$ cat src/bcc_pkg.sv
`default_nettype none

package bcc_pkg;

  localparam int unsigned TimeW = 32;
  localparam int unsigned CfgW = 16;
  localparam int unsigned CfgIdxW = 2;

  // register indexes of the configuration port
  localparam logic [CfgIdxW-1:0] RegIdleGap = 2'd0;
  localparam logic [CfgIdxW-1:0] RegLongPress = 2'd1;
  localparam logic [CfgIdxW-1:0] RegDoubleMin = 2'd2;
  localparam logic [CfgIdxW-1:0] RegDoubleMax = 2'd3;

  localparam logic [CfgW-1:0] IdleGapRst = 16'd100;
  localparam logic [CfgW-1:0] LongPressRst = 16'd1000;
  localparam logic [CfgW-1:0] DoubleMinRst = 16'd50;
  localparam logic [CfgW-1:0] DoubleMaxRst = 16'd300;

  // request kinds
  localparam logic ReqSample = 1'b0;
  localparam logic ReqClear = 1'b1;

  // phase codes
  localparam logic [2:0] PhInit = 3'd0;
  localparam logic [2:0] PhPress1 = 3'd1;
  localparam logic [2:0] PhRelease1 = 3'd2;
  localparam logic [2:0] PhWaitRel = 3'd3;
  localparam logic [2:0] PhHold = 3'd4;

  // click results
  localparam logic [1:0] ResNone = 2'd0;
  localparam logic [1:0] ResSingle = 2'd1;
  localparam logic [1:0] ResDouble = 2'd2;
  localparam logic [1:0] ResLong = 2'd3;

  typedef struct packed {
    logic [CfgW-1:0] idle_gap_ms;
    logic [CfgW-1:0] long_press_ms;
    logic [CfgW-1:0] double_min_ms;
    logic [CfgW-1:0] double_max_ms;
  } cfg_t;

  typedef struct packed {
    logic       req_type;
    logic       key_down;
    logic [TimeW-1:0] now_ms;
  } req_t;

  typedef struct packed {
    logic [1:0] click_result;
    logic       result_held;
  } res_t;

endpackage

`default_nettype wire

$ cat src/button_click_classifier.sv
// button click classifier
// input channel (in_valid/in_ready): one request per handshake, either a key
// sample (req_type 0, key_down level, now_ms timestamp) or a clear of the
// held result (req_type 1)
// output channel (out_valid/out_ready): one result per request, click_result
// and result_held as they stand after that request
// config port: cfg_we writes cfg_data to register cfg_index at once
// (0 idle gap, 1 long press, 2 double min, 3 double max); the user must
// write only while idle; the block itself does not enforce this
// registers: a request is held in the input register and its result in the
// result register; throughput one request per cycle while out_ready
// holds, set by the single compare-and-update pass between the two registers
// reset: clears the phase, both stored times and the held result, loads the
// default intervals and empties both registers
// stall: a result waits in the output register; one more request is still
// taken into the input register, after which in_ready drops until
// out_ready returns
`default_nettype none

module button_click_classifier (
  input  wire logic                          clk,
  input  wire logic                          rst,
  input  wire logic                          in_valid,
  output logic                               in_ready,
  input  wire logic                          req_type,
  input  wire logic                          key_down,
  input  wire logic [bcc_pkg::TimeW-1:0]     now_ms,
  output logic                               out_valid,
  input  wire logic                          out_ready,
  output logic [1:0]                         click_result,
  output logic                               result_held,
  input  wire logic                          cfg_we,
  input  wire logic [bcc_pkg::CfgIdxW-1:0]   cfg_index,
  input  wire logic [bcc_pkg::CfgW-1:0]      cfg_data
);

  bcc_pkg::cfg_t cfg;
  bcc_pkg::req_t s1_req;
  bcc_pkg::res_t res_next;
  logic s1_valid;
  logic advance;

  assign advance = s1_valid && (!out_valid || out_ready);
  assign in_ready = !s1_valid || advance;

  bcc_cfg_regs u_cfg (
    .clk       (clk),
    .rst       (rst),
    .cfg_we    (cfg_we),
    .cfg_index (cfg_index),
    .cfg_data  (cfg_data),
    .cfg       (cfg)
  );

  bcc_core u_core (
    .clk      (clk),
    .rst      (rst),
    .step     (advance),
    .req      (s1_req),
    .cfg      (cfg),
    .res_next (res_next)
  );

  // input register
  always_ff @(posedge clk) begin
    if (rst) begin
      s1_valid <= 1'b0;
    end else if (in_ready) begin
      s1_valid <= in_valid;
    end
  end

  always_ff @(posedge clk) begin
    if (in_valid && in_ready) begin
      s1_req.req_type <= req_type;
      s1_req.key_down <= key_down;
      s1_req.now_ms <= now_ms;
    end
  end

  // result register
  always_ff @(posedge clk) begin
    if (rst) begin
      out_valid <= 1'b0;
    end else if (advance) begin
      out_valid <= 1'b1;
    end else if (out_ready) begin
      out_valid <= 1'b0;
    end
  end

  always_ff @(posedge clk) begin
    if (advance) begin
      click_result <= res_next.click_result;
      result_held <= res_next.result_held;
    end
  end

  a_held_has_result: assert property (@(posedge clk) disable iff (rst)
    out_valid && result_held |-> click_result != bcc_pkg::ResNone)
    else $error("held result shown without a click");

  a_clear_empties: assert property (@(posedge clk) disable iff (rst)
    advance && s1_req.req_type == bcc_pkg::ReqClear |=>
      out_valid && !result_held && click_result == bcc_pkg::ResNone)
    else $error("clear request did not empty the result");

  a_reset_empty: assert property (@(posedge clk)
    rst |=> !out_valid && !s1_valid)
    else $error("registers not empty after reset");

  a_no_overwrite: assert property (@(posedge clk) disable iff (rst)
    out_valid && !out_ready |-> !advance)
    else $error("stalled result overwritten");

endmodule

`default_nettype wire

$ cat src/bcc_cfg_regs.sv
`default_nettype none

module bcc_cfg_regs (
  input  wire logic                          clk,
  input  wire logic                          rst,
  input  wire logic                          cfg_we,
  input  wire logic [bcc_pkg::CfgIdxW-1:0]   cfg_index,
  input  wire logic [bcc_pkg::CfgW-1:0]      cfg_data,
  output bcc_pkg::cfg_t                      cfg
);

  always_ff @(posedge clk) begin
    if (rst) begin
      cfg.idle_gap_ms <= bcc_pkg::IdleGapRst;
      cfg.long_press_ms <= bcc_pkg::LongPressRst;
      cfg.double_min_ms <= bcc_pkg::DoubleMinRst;
      cfg.double_max_ms <= bcc_pkg::DoubleMaxRst;
    end else if (cfg_we) begin
      case (cfg_index)
        bcc_pkg::RegIdleGap: cfg.idle_gap_ms <= cfg_data;
        bcc_pkg::RegLongPress: cfg.long_press_ms <= cfg_data;
        bcc_pkg::RegDoubleMin: cfg.double_min_ms <= cfg_data;
        bcc_pkg::RegDoubleMax: cfg.double_max_ms <= cfg_data;
        default: ;
      endcase
    end
  end

endmodule

`default_nettype wire

$ cat src/bcc_core.sv
`default_nettype none

module bcc_core (
  input  wire logic          clk,
  input  wire logic          rst,
  input  wire logic          step,
  input  wire bcc_pkg::req_t req,
  input  wire bcc_pkg::cfg_t cfg,
  output bcc_pkg::res_t      res_next
);

  logic [2:0] phase, phase_next;
  logic [bcc_pkg::TimeW-1:0] press_time, press_time_next;
  logic [bcc_pkg::TimeW-1:0] release_time, release_time_next;
  logic [1:0] held_result, held_result_next;
  logic [bcc_pkg::TimeW-1:0] since_rel, since_press;
  logic [bcc_pkg::TimeW-1:0] idle_gap, long_press, dbl_min, dbl_max;

  // wrapping differences against the stored times
  assign since_rel = req.now_ms - release_time;
  assign since_press = req.now_ms - press_time;
  assign idle_gap = {{(bcc_pkg::TimeW-bcc_pkg::CfgW){1'b0}}, cfg.idle_gap_ms};
  assign long_press = {{(bcc_pkg::TimeW-bcc_pkg::CfgW){1'b0}}, cfg.long_press_ms};
  assign dbl_min = {{(bcc_pkg::TimeW-bcc_pkg::CfgW){1'b0}}, cfg.double_min_ms};
  assign dbl_max = {{(bcc_pkg::TimeW-bcc_pkg::CfgW){1'b0}}, cfg.double_max_ms};

  always_comb begin
    phase_next = phase;
    press_time_next = press_time;
    release_time_next = release_time;
    held_result_next = held_result;
    if (req.req_type == bcc_pkg::ReqClear) begin
      held_result_next = bcc_pkg::ResNone;
      phase_next = bcc_pkg::PhWaitRel;
    end else if (req.key_down) begin
      case (phase)
        bcc_pkg::PhInit: begin
          if (since_rel > idle_gap) begin
            phase_next = bcc_pkg::PhPress1;
            press_time_next = req.now_ms;
          end
        end
        bcc_pkg::PhPress1: begin
          if (since_press > long_press) begin
            held_result_next = bcc_pkg::ResLong;
            phase_next = bcc_pkg::PhHold;
          end
        end
        bcc_pkg::PhRelease1: begin
          if (since_rel > dbl_min && since_rel < dbl_max) begin
            held_result_next = bcc_pkg::ResDouble;
            phase_next = bcc_pkg::PhHold;
            press_time_next = req.now_ms;
          end
        end
        default: ;
      endcase
    end else begin
      case (phase)
        bcc_pkg::PhWaitRel: begin
          phase_next = bcc_pkg::PhInit;
          release_time_next = req.now_ms;
        end
        bcc_pkg::PhPress1: begin
          phase_next = bcc_pkg::PhRelease1;
          release_time_next = req.now_ms;
        end
        bcc_pkg::PhRelease1: begin
          if (since_rel > dbl_max) begin
            held_result_next = bcc_pkg::ResSingle;
            phase_next = bcc_pkg::PhHold;
          end
        end
        default: ;
      endcase
    end
  end

  assign res_next.click_result = held_result_next;
  assign res_next.result_held = (phase_next == bcc_pkg::PhHold);

  always_ff @(posedge clk) begin
    if (rst) begin
      phase <= bcc_pkg::PhInit;
      press_time <= '0;
      release_time <= '0;
      held_result <= bcc_pkg::ResNone;
    end else if (step) begin
      phase <= phase_next;
      press_time <= press_time_next;
      release_time <= release_time_next;
      held_result <= held_result_next;
    end
  end

endmodule

`default_nettype wire
$ cat config.mk
export PLATFORM = sky130hd
export DESIGN_NAME = button_click_classifier
export DESIGN_NICKNAME = d
export VERILOG_FILES = /design/src/bcc_pkg.sv /design/src/button_click_classifier.sv /design/src/bcc_cfg_regs.sv /design/src/bcc_core.sv
export SDC_FILE = /design/constraint.sdc
export NUM_CORES = 1
export LEC_CHECK = 0
export BUFFER_PORTS_ARGS = -buffer_cell sky130_fd_sc_hd__buf_2
export CORE_ASPECT_RATIO = 1.4
export CORE_MARGIN = 4
export CORE_UTILIZATION = 37
export CTS_BUF_LIST = sky130_fd_sc_hd__clkbuf_16
export CTS_CLUSTER_DIAMETER = 100
export DETAILED_ROUTE_END_ITERATION = 10
export GPL_TIMING_DRIVEN = 0
export PLACE_DENSITY = 0.53
export SKIP_CTS_REPAIR_TIMING = 1
export SYNTH_ARGS = -nofsm -noshare
export SYNTH_HDL_FRONTEND = slang
export SYNTH_HIERARCHICAL = 1
export SYNTH_SLANG_ARGS = --single-unit
$ cat constraint.sdc
create_clock -name clk -period 11.5 [get_ports clk]
set_clock_uncertainty 0.05 [all_clocks]
set_input_delay 0 -clock clk [delete_from_list [all_inputs] [get_ports clk]]
set_output_delay 0 -clock clk [all_outputs]
set_load 0.03 [all_outputs]
; Word-level counts from Yosys, hierarchy flattened
; Index checks and enable logic that the tools add are counted.
[word_totals]
regBits = 172
inputBits = 57
output_inout_bits = 5
[op_classes]
addsub = 2
order_cmp = 5
eq_ne = 9
muxes = 20
bitwise = 2
reduce_logical = 18
[ops]
columns = op, n
row1 = $gt A32 B16 Y1, 4
row2 = $mux W32, 2
row3 = $pmux W32 S2, 1
row4 = $sub A32 B32 Y32, 2
row5 = $lt A32 B16 Y1, 1
row6 = $mux W3, 6
row7 = $pmux W3 S3, 2
row8 = $mux W2, 6
row9 = $reduce_and A2 Y1, 4
row10 = $eq A3 B2 Y1 const B, 2
row11 = $reduce_and A6 Y1, 1
row12 = $eq A2 B2 Y1 const B, 2
row13 = $ne A2 B1 Y1 const B, 2
row14 = $pmux W2 S2, 1
row15 = $reduce_and A4 Y1, 1
row16 = $reduce_bool A2 Y1, 2
row17 = $eq A3 B1 Y1 const B, 1
row18 = $eq A3 B3 Y1 const B, 1
row19 = $logic_and A1 B1 Y1, 3
row20 = $logic_not A3 Y1, 1
row21 = $eq A2 B1 Y1 const B, 1
row22 = $logic_not A1 Y1, 2
row23 = $logic_not A2 Y1, 1
row24 = $logic_or A1 B1 Y1, 2
row25 = 3 further kinds, 5

; Longest topological paths before layout
[depth]
depth_word = 8
depth_mapped = 22
mapped_depth_nobuf = 22

; Cells and area by module
; The synthesis kept the hierarchy.
[modules_own_cells]
columns = module, instances, cells_each, area_per_inst_um2
row1 = bcc_core, 1, 1198, 8445.6
row2 = bcc_cfg_regs, 1, 239, 2546.2
row3 = button_click_classifier, 1, 47, 1214.9

; Least setup slack after synthesis
; Ideal clock, no wire load.
[synth_path]
kind = register -> register
start = register s1_req[4] (netlist bit)
end = register result_held (data pin)
t_arrival_ns = 4.963
setup_slack_ns = 6.223
stages_incl_launch_ff = 20
path_cell_list = edfxtp_1 > ha_1 > a21o_1 > a31o_2 > o21ai_0 > o211ai_1 > a21boi_0 > o21bai_1 > a21oi_1 > xnor2_1 > ha_1 > nand4_1 > or4_1 > o21ai_0 > o2111ai_1 > a2111o_1 > or4b_4 > or4_4 > a21boi_4 > a211oi_1
[synth_lines]
columns = item, line
row1 = start: declaration, button_click_classifier.sv:38  ; bcc_pkg::req_t s1_req;
row2 = end signal: assignment, button_click_classifier.sv:95  ; result_held <= res_next.result_held;
row3 = end: declaration, button_click_classifier.sv:31  ; output logic result_held,

; Final worst setup path
[layout_path]
start = register s1_req[0] (netlist bit)
end = register u_core/press_time[27] (netlist bit)
[layout_via]
elab_chain_len = 5
[layout_rtl]
columns = item, line
row1 = $sub A32 B32 Y32 (*), bcc_core.sv:20  ; assign since_rel = req.now_ms - release_time;
row2 = $gt A32 B16 Y1 / $lt A32 B16 Y1 (equally long branches), bcc_core.sv:50  ; if (since_rel > dbl_min && since_rel < dbl_max) begin
row3 = $logic_and A1 B1 Y1, bcc_core.sv:50
row4 = $ne A2 B1 Y1 (no line), --
row5 = $reduce_and A6 Y1 (no line) (*), --
row6 = end signal: assignment, bcc_core.sv:90  ; press_time <= press_time_next;
row7 = end: declaration, bcc_core.sv:13  ; logic [bcc_pkg::TimeW-1:0] press_time, press_time_next;
; Every way passes the cells marked *; elsewhere a longest branch is shown, timed or not.
; A chain may end at the register's enable or synchronous reset.

==> impl_metrics.py <==
metrics = {
    "run_status": {
        "outcome": "complete, but fails checks",
        "failed_checks": "hold timing",
    },
    "timing": {
        "finalCritPeriodShare": 0.567,
        "fmax_mhz": 153,
        "slew_viol_final": 0,
        "hold_viol": 4,
        "min_period_ns": 6.51,
        "whs_ns": -0.0214,
        "rsz0062_at_grt": "false",
        "tightestPinTransition_ns": 0.680,
        "setup_viol": 0,
        "max-slew-margin-rel": 0.543,
        "tns_ns": 0,
    },
    "global_route": {
        "grt_max_degree": 35,
        "antenna_found_initial": 0,
        "grt_pass1_vias": 10522,
        "overflow": 0,
        "grt_pass1_wl_mm": 56.7,
        "grtUsageTotal": 0.199,
    },
    "synthesis": {
        "yosys_warnings": 6,
        "synth-async-reset-ratio": 0,
        "synth_area_mm2": 0.0122,
        "synth_top_area_frac": 0.221,
        "synthMostInstantiatedCell": "nand2_1",
        "avgSynthCellArea_um2": 8.23,
        "ys_ff_latch": 172,
        "ys_seq_area_frac": 0.312,
        "netlist_top_cells_area": "dfxtp_1 (22%), ha_1 (13%), edfxtp_1 (9.1%)",
        "yosys.area.top_type": "dfxtp_1",
        "synth-main-ff-cell": "dfxtp_1",
        "synth_common_cells": "nand2_1 (201), inv_1 (139), dfxtp_1 (135)",
        "synth_cell_types": 76,
        "synth_edf_count": 37,
        "syn_nets": 1669,
        "synthCells": 1484,
    },
    "floorplanning": {
        "fp.dieW_um": 162,
        "core_area_mm2": 0.0325,
        "ios": 62,
        "dieArea_mm2": 0.0360,
        "die_y_um": 223,
        "rows": 78,
        "initial_core_util": 0.376,
    },
    "cells_and_area": {
        "fin_cells": 2064,
        "fin_area_mm2": 0.0141,
        "nNetsFinal": 1796,
        "multi_input_area_mm2": 0.00758,
        "nFillCells": 3334,
        "areaGrowthSynthToFinish_pct": 15.6,
        "diodes": 0,
        "ff_latch_area_mm2": 0.00381,
        "drive_gt1_frac": 0.0807,
    },
    "power_and_ir_drop": {
        "p_switching_mw": 0.523,
        "comb_power_share": 0.225,
        "vdd_drop_max_v": 0.0000721,
        "power.internal_mw": 1.07,
        "p_seq_frac": 0.413,
        "p_leak_nw": 5.52,
        "power_density_mw_per_mm2": 113,
        "pwr-share-clk": 0.363,
        "switching_share": 0.328,
    },
    "critical_path": {
        "cpMaxStageDelayCell": "a221oi_1",
        "ff2ff_path_depth": 20,
        "critPathMaxStageDelay_ns": 0.58,
        "crit_fanout": 10,
        "worst_setup_path_end_kind": "flip-flop",
        "crit_path_cell_trace": "inv_1 > ha_1 > fa_1 > nand2b_1 > a21oi_1 > nor2_1 > o41ai_1 > xor2_1 > ha_1 > a21o_1 > a21oi_1 > o21ai_0 > a21o_1 > a221oi_1 > o21ai_1 > or4_1 > or4_1 > a21oi_2 > buf_4 > mux2i_1",
        "rr_endpoint": "u_core/press_time[27]",
        "reg2reg_from": "s1_req[0]",
        "start_kind": "flip-flop",
        "cp.required_ns": 11.83,
        "critical_path_class": "reg2reg",
        "reg2reg_slack_ns": 4.99,
        "worstPathArrival_ns": 6.84,
    },
    "placement": {
        "post-dp-hpwl_mm": 28.9,
        "dpl_cell_area_mm2": 0.0131,
        "dpl.cell_count": 1985,
        "gp_congestion": 0.909,
        "portBuffers": 61,
    },
    "hold_path": {
        "holdCritPathClass": "in2reg",
        "min_from": "cfg_data[15]",
        "holdPathStages": 3,
        "whs_endpoint": "u_cfg/cfg[15]",
    },
    "routing": {
        "vias": 10701,
        "first_pass_iters": 5,
        "drt-vias-per-instance": 5.18,
        "finalWirelength_mm": 36.4,
        "drc_errors": 0,
        "antenna_left": 0,
        "drt_iter0_drc": 579,
        "wl_per_cell_um": 17.6,
    },
    "clock_tree": {
        "cts_root_buf": "clkbuf_16",
        "clock_path_buffers": 2,
        "cts-buffers-inserted": 17,
        "clk_pin_slew_ns": 0.08,
        "htree_levels": 4,
        "cts_tree": "built",
        "clk_latency_ns": 0.45,
        "clock_sinks": 172,
    },
    "flow_run": {
        "cap_violations": 0,
    },
}
[registers in the layout, summed over array words and instances, names as in the netlist]
signal,flops
click_result,2
result_held,1
out_valid,1
s1_valid,1
u_core/release_time,32
u_core/held_result,2
s1_req,34
u_core/phase,3
u_core/press_time,32
u_cfg/cfg,64
[how the worst max path moves through the flow]
| stage | from | to | slack, ns | cells past startpoint |
|---|---|---|---|---|
| floorplan | s1_req[4] | result_held | 6.22 | 19 |
| global placement | s1_req[0] | u_core/press_time[30] | 5.03 | 20 |
| detailed placement | s1_req[0] | u_core/press_time[27] | 5.01 | 20 |
| CTS | s1_req[0] | u_core/press_time[27] | 4.95 | 20 |
| global route | s1_req[0] | u_core/press_time[23] | 4.61 | 20 |
| finish | s1_req[0] | u_core/press_time[27] | 4.99 | 20 |
[worst max-delay path: cells and delay by family (launching register included)]
kind	cells	cell delay (ns)
AO/OA/AOI/OAI	9	2.67
AND/OR/NAND/NOR	4	1.36
adder cells (fa/ha/maj)	3	0.95
XOR/XNOR	1	0.41
buffers and inverters	2	0.39
flip-flops	1	0.38
multiplexers	1	0.22
[placed cells by master, fill, tap and decap left out, types with 37 or more instances in the layout]
master | netlist | routed
nand2_1 | 201 | 201
inv_1 | 139 | 139
dfxtp_1 | 135 | 135
ha_1 | 126 | 126
a21oi_1 | 122 | 122
mux2i_1 | 96 | 96
nor2_1 | 83 | 83
buf_2 | 12 | 73
nand2b_1 | 70 | 70
clkbuf_1 | 52 | 52
o21ai_0 | 50 | 50
dlygate4sd3_1 | 0 | 47
edfxtp_1 | 37 | 37
[power groups by stage]
| stage | registers (mW) | clock network [mW] | logic, mW |
|---|---|---|---|
| floorplan | 0.663 | 0 | 0.247 |
| global placement | 0.672 | 0 | 0.339 |
| detailed placement | 0.673 | 0 | 0.343 |
| CTS | 0.659 | 0.593 | 0.345 |
| global route | 0.661 | 0.619 | 0.402 |
| finish | 0.658 | 0.578 | 0.358 |
[through the flow]
| step | total power [mW] | utilization | setup slack (ns) | hold WS [ns] |
|---|---|---|---|---|
| detailed placement | 1.02 | 0.402 | 5.01 | 0.128 |
| finish | 1.59 | 0.434 | 4.99 | -0.0214 |
| global placement | 1.01 | 0.402 | 5.03 | 0.127 |
| global route | 1.68 | 0.434 | 4.61 | 0.00965 |
| floorplan | 0.910 | - | 6.22 | 0.0124 |
| CTS | 1.60 | 0.420 | 4.95 | -0.350 |
[logic make-up after synthesis]
family,count (synthesis),synth area share
and+or+nand+nor,499,0.199
xor gates and xnor gates,45,0.0329
buffers and inverters,208,0.0667
adders and majority gates,128,0.132
muxes,96,0.0787
DFF,172,0.312
AOI/OAI and AO/OA,336,0.178
[area by class of cell]
cell class	count	area share
Buffer	68	0.0205
Clock buffer	17	0.0301
Clock inverter	15	0.0108
Inverter	140	0.0372
Multi-Input combinational cell	1104	0.537
Sequential cell	172	0.270
Tap cell	440	0.0390
Timing Repair Buffer	108	0.0550
[metal layers]
metal  wire, um  vias up  global-route usage
met5          0        -                   0
met4       1050        0              0.0702
met3        941       47              0.0248
met2      18900      196               0.368
met1      15400     5010               0.236
li1           -     5448                   -
No activity file was read; power rests on OpenSTA's default activity.
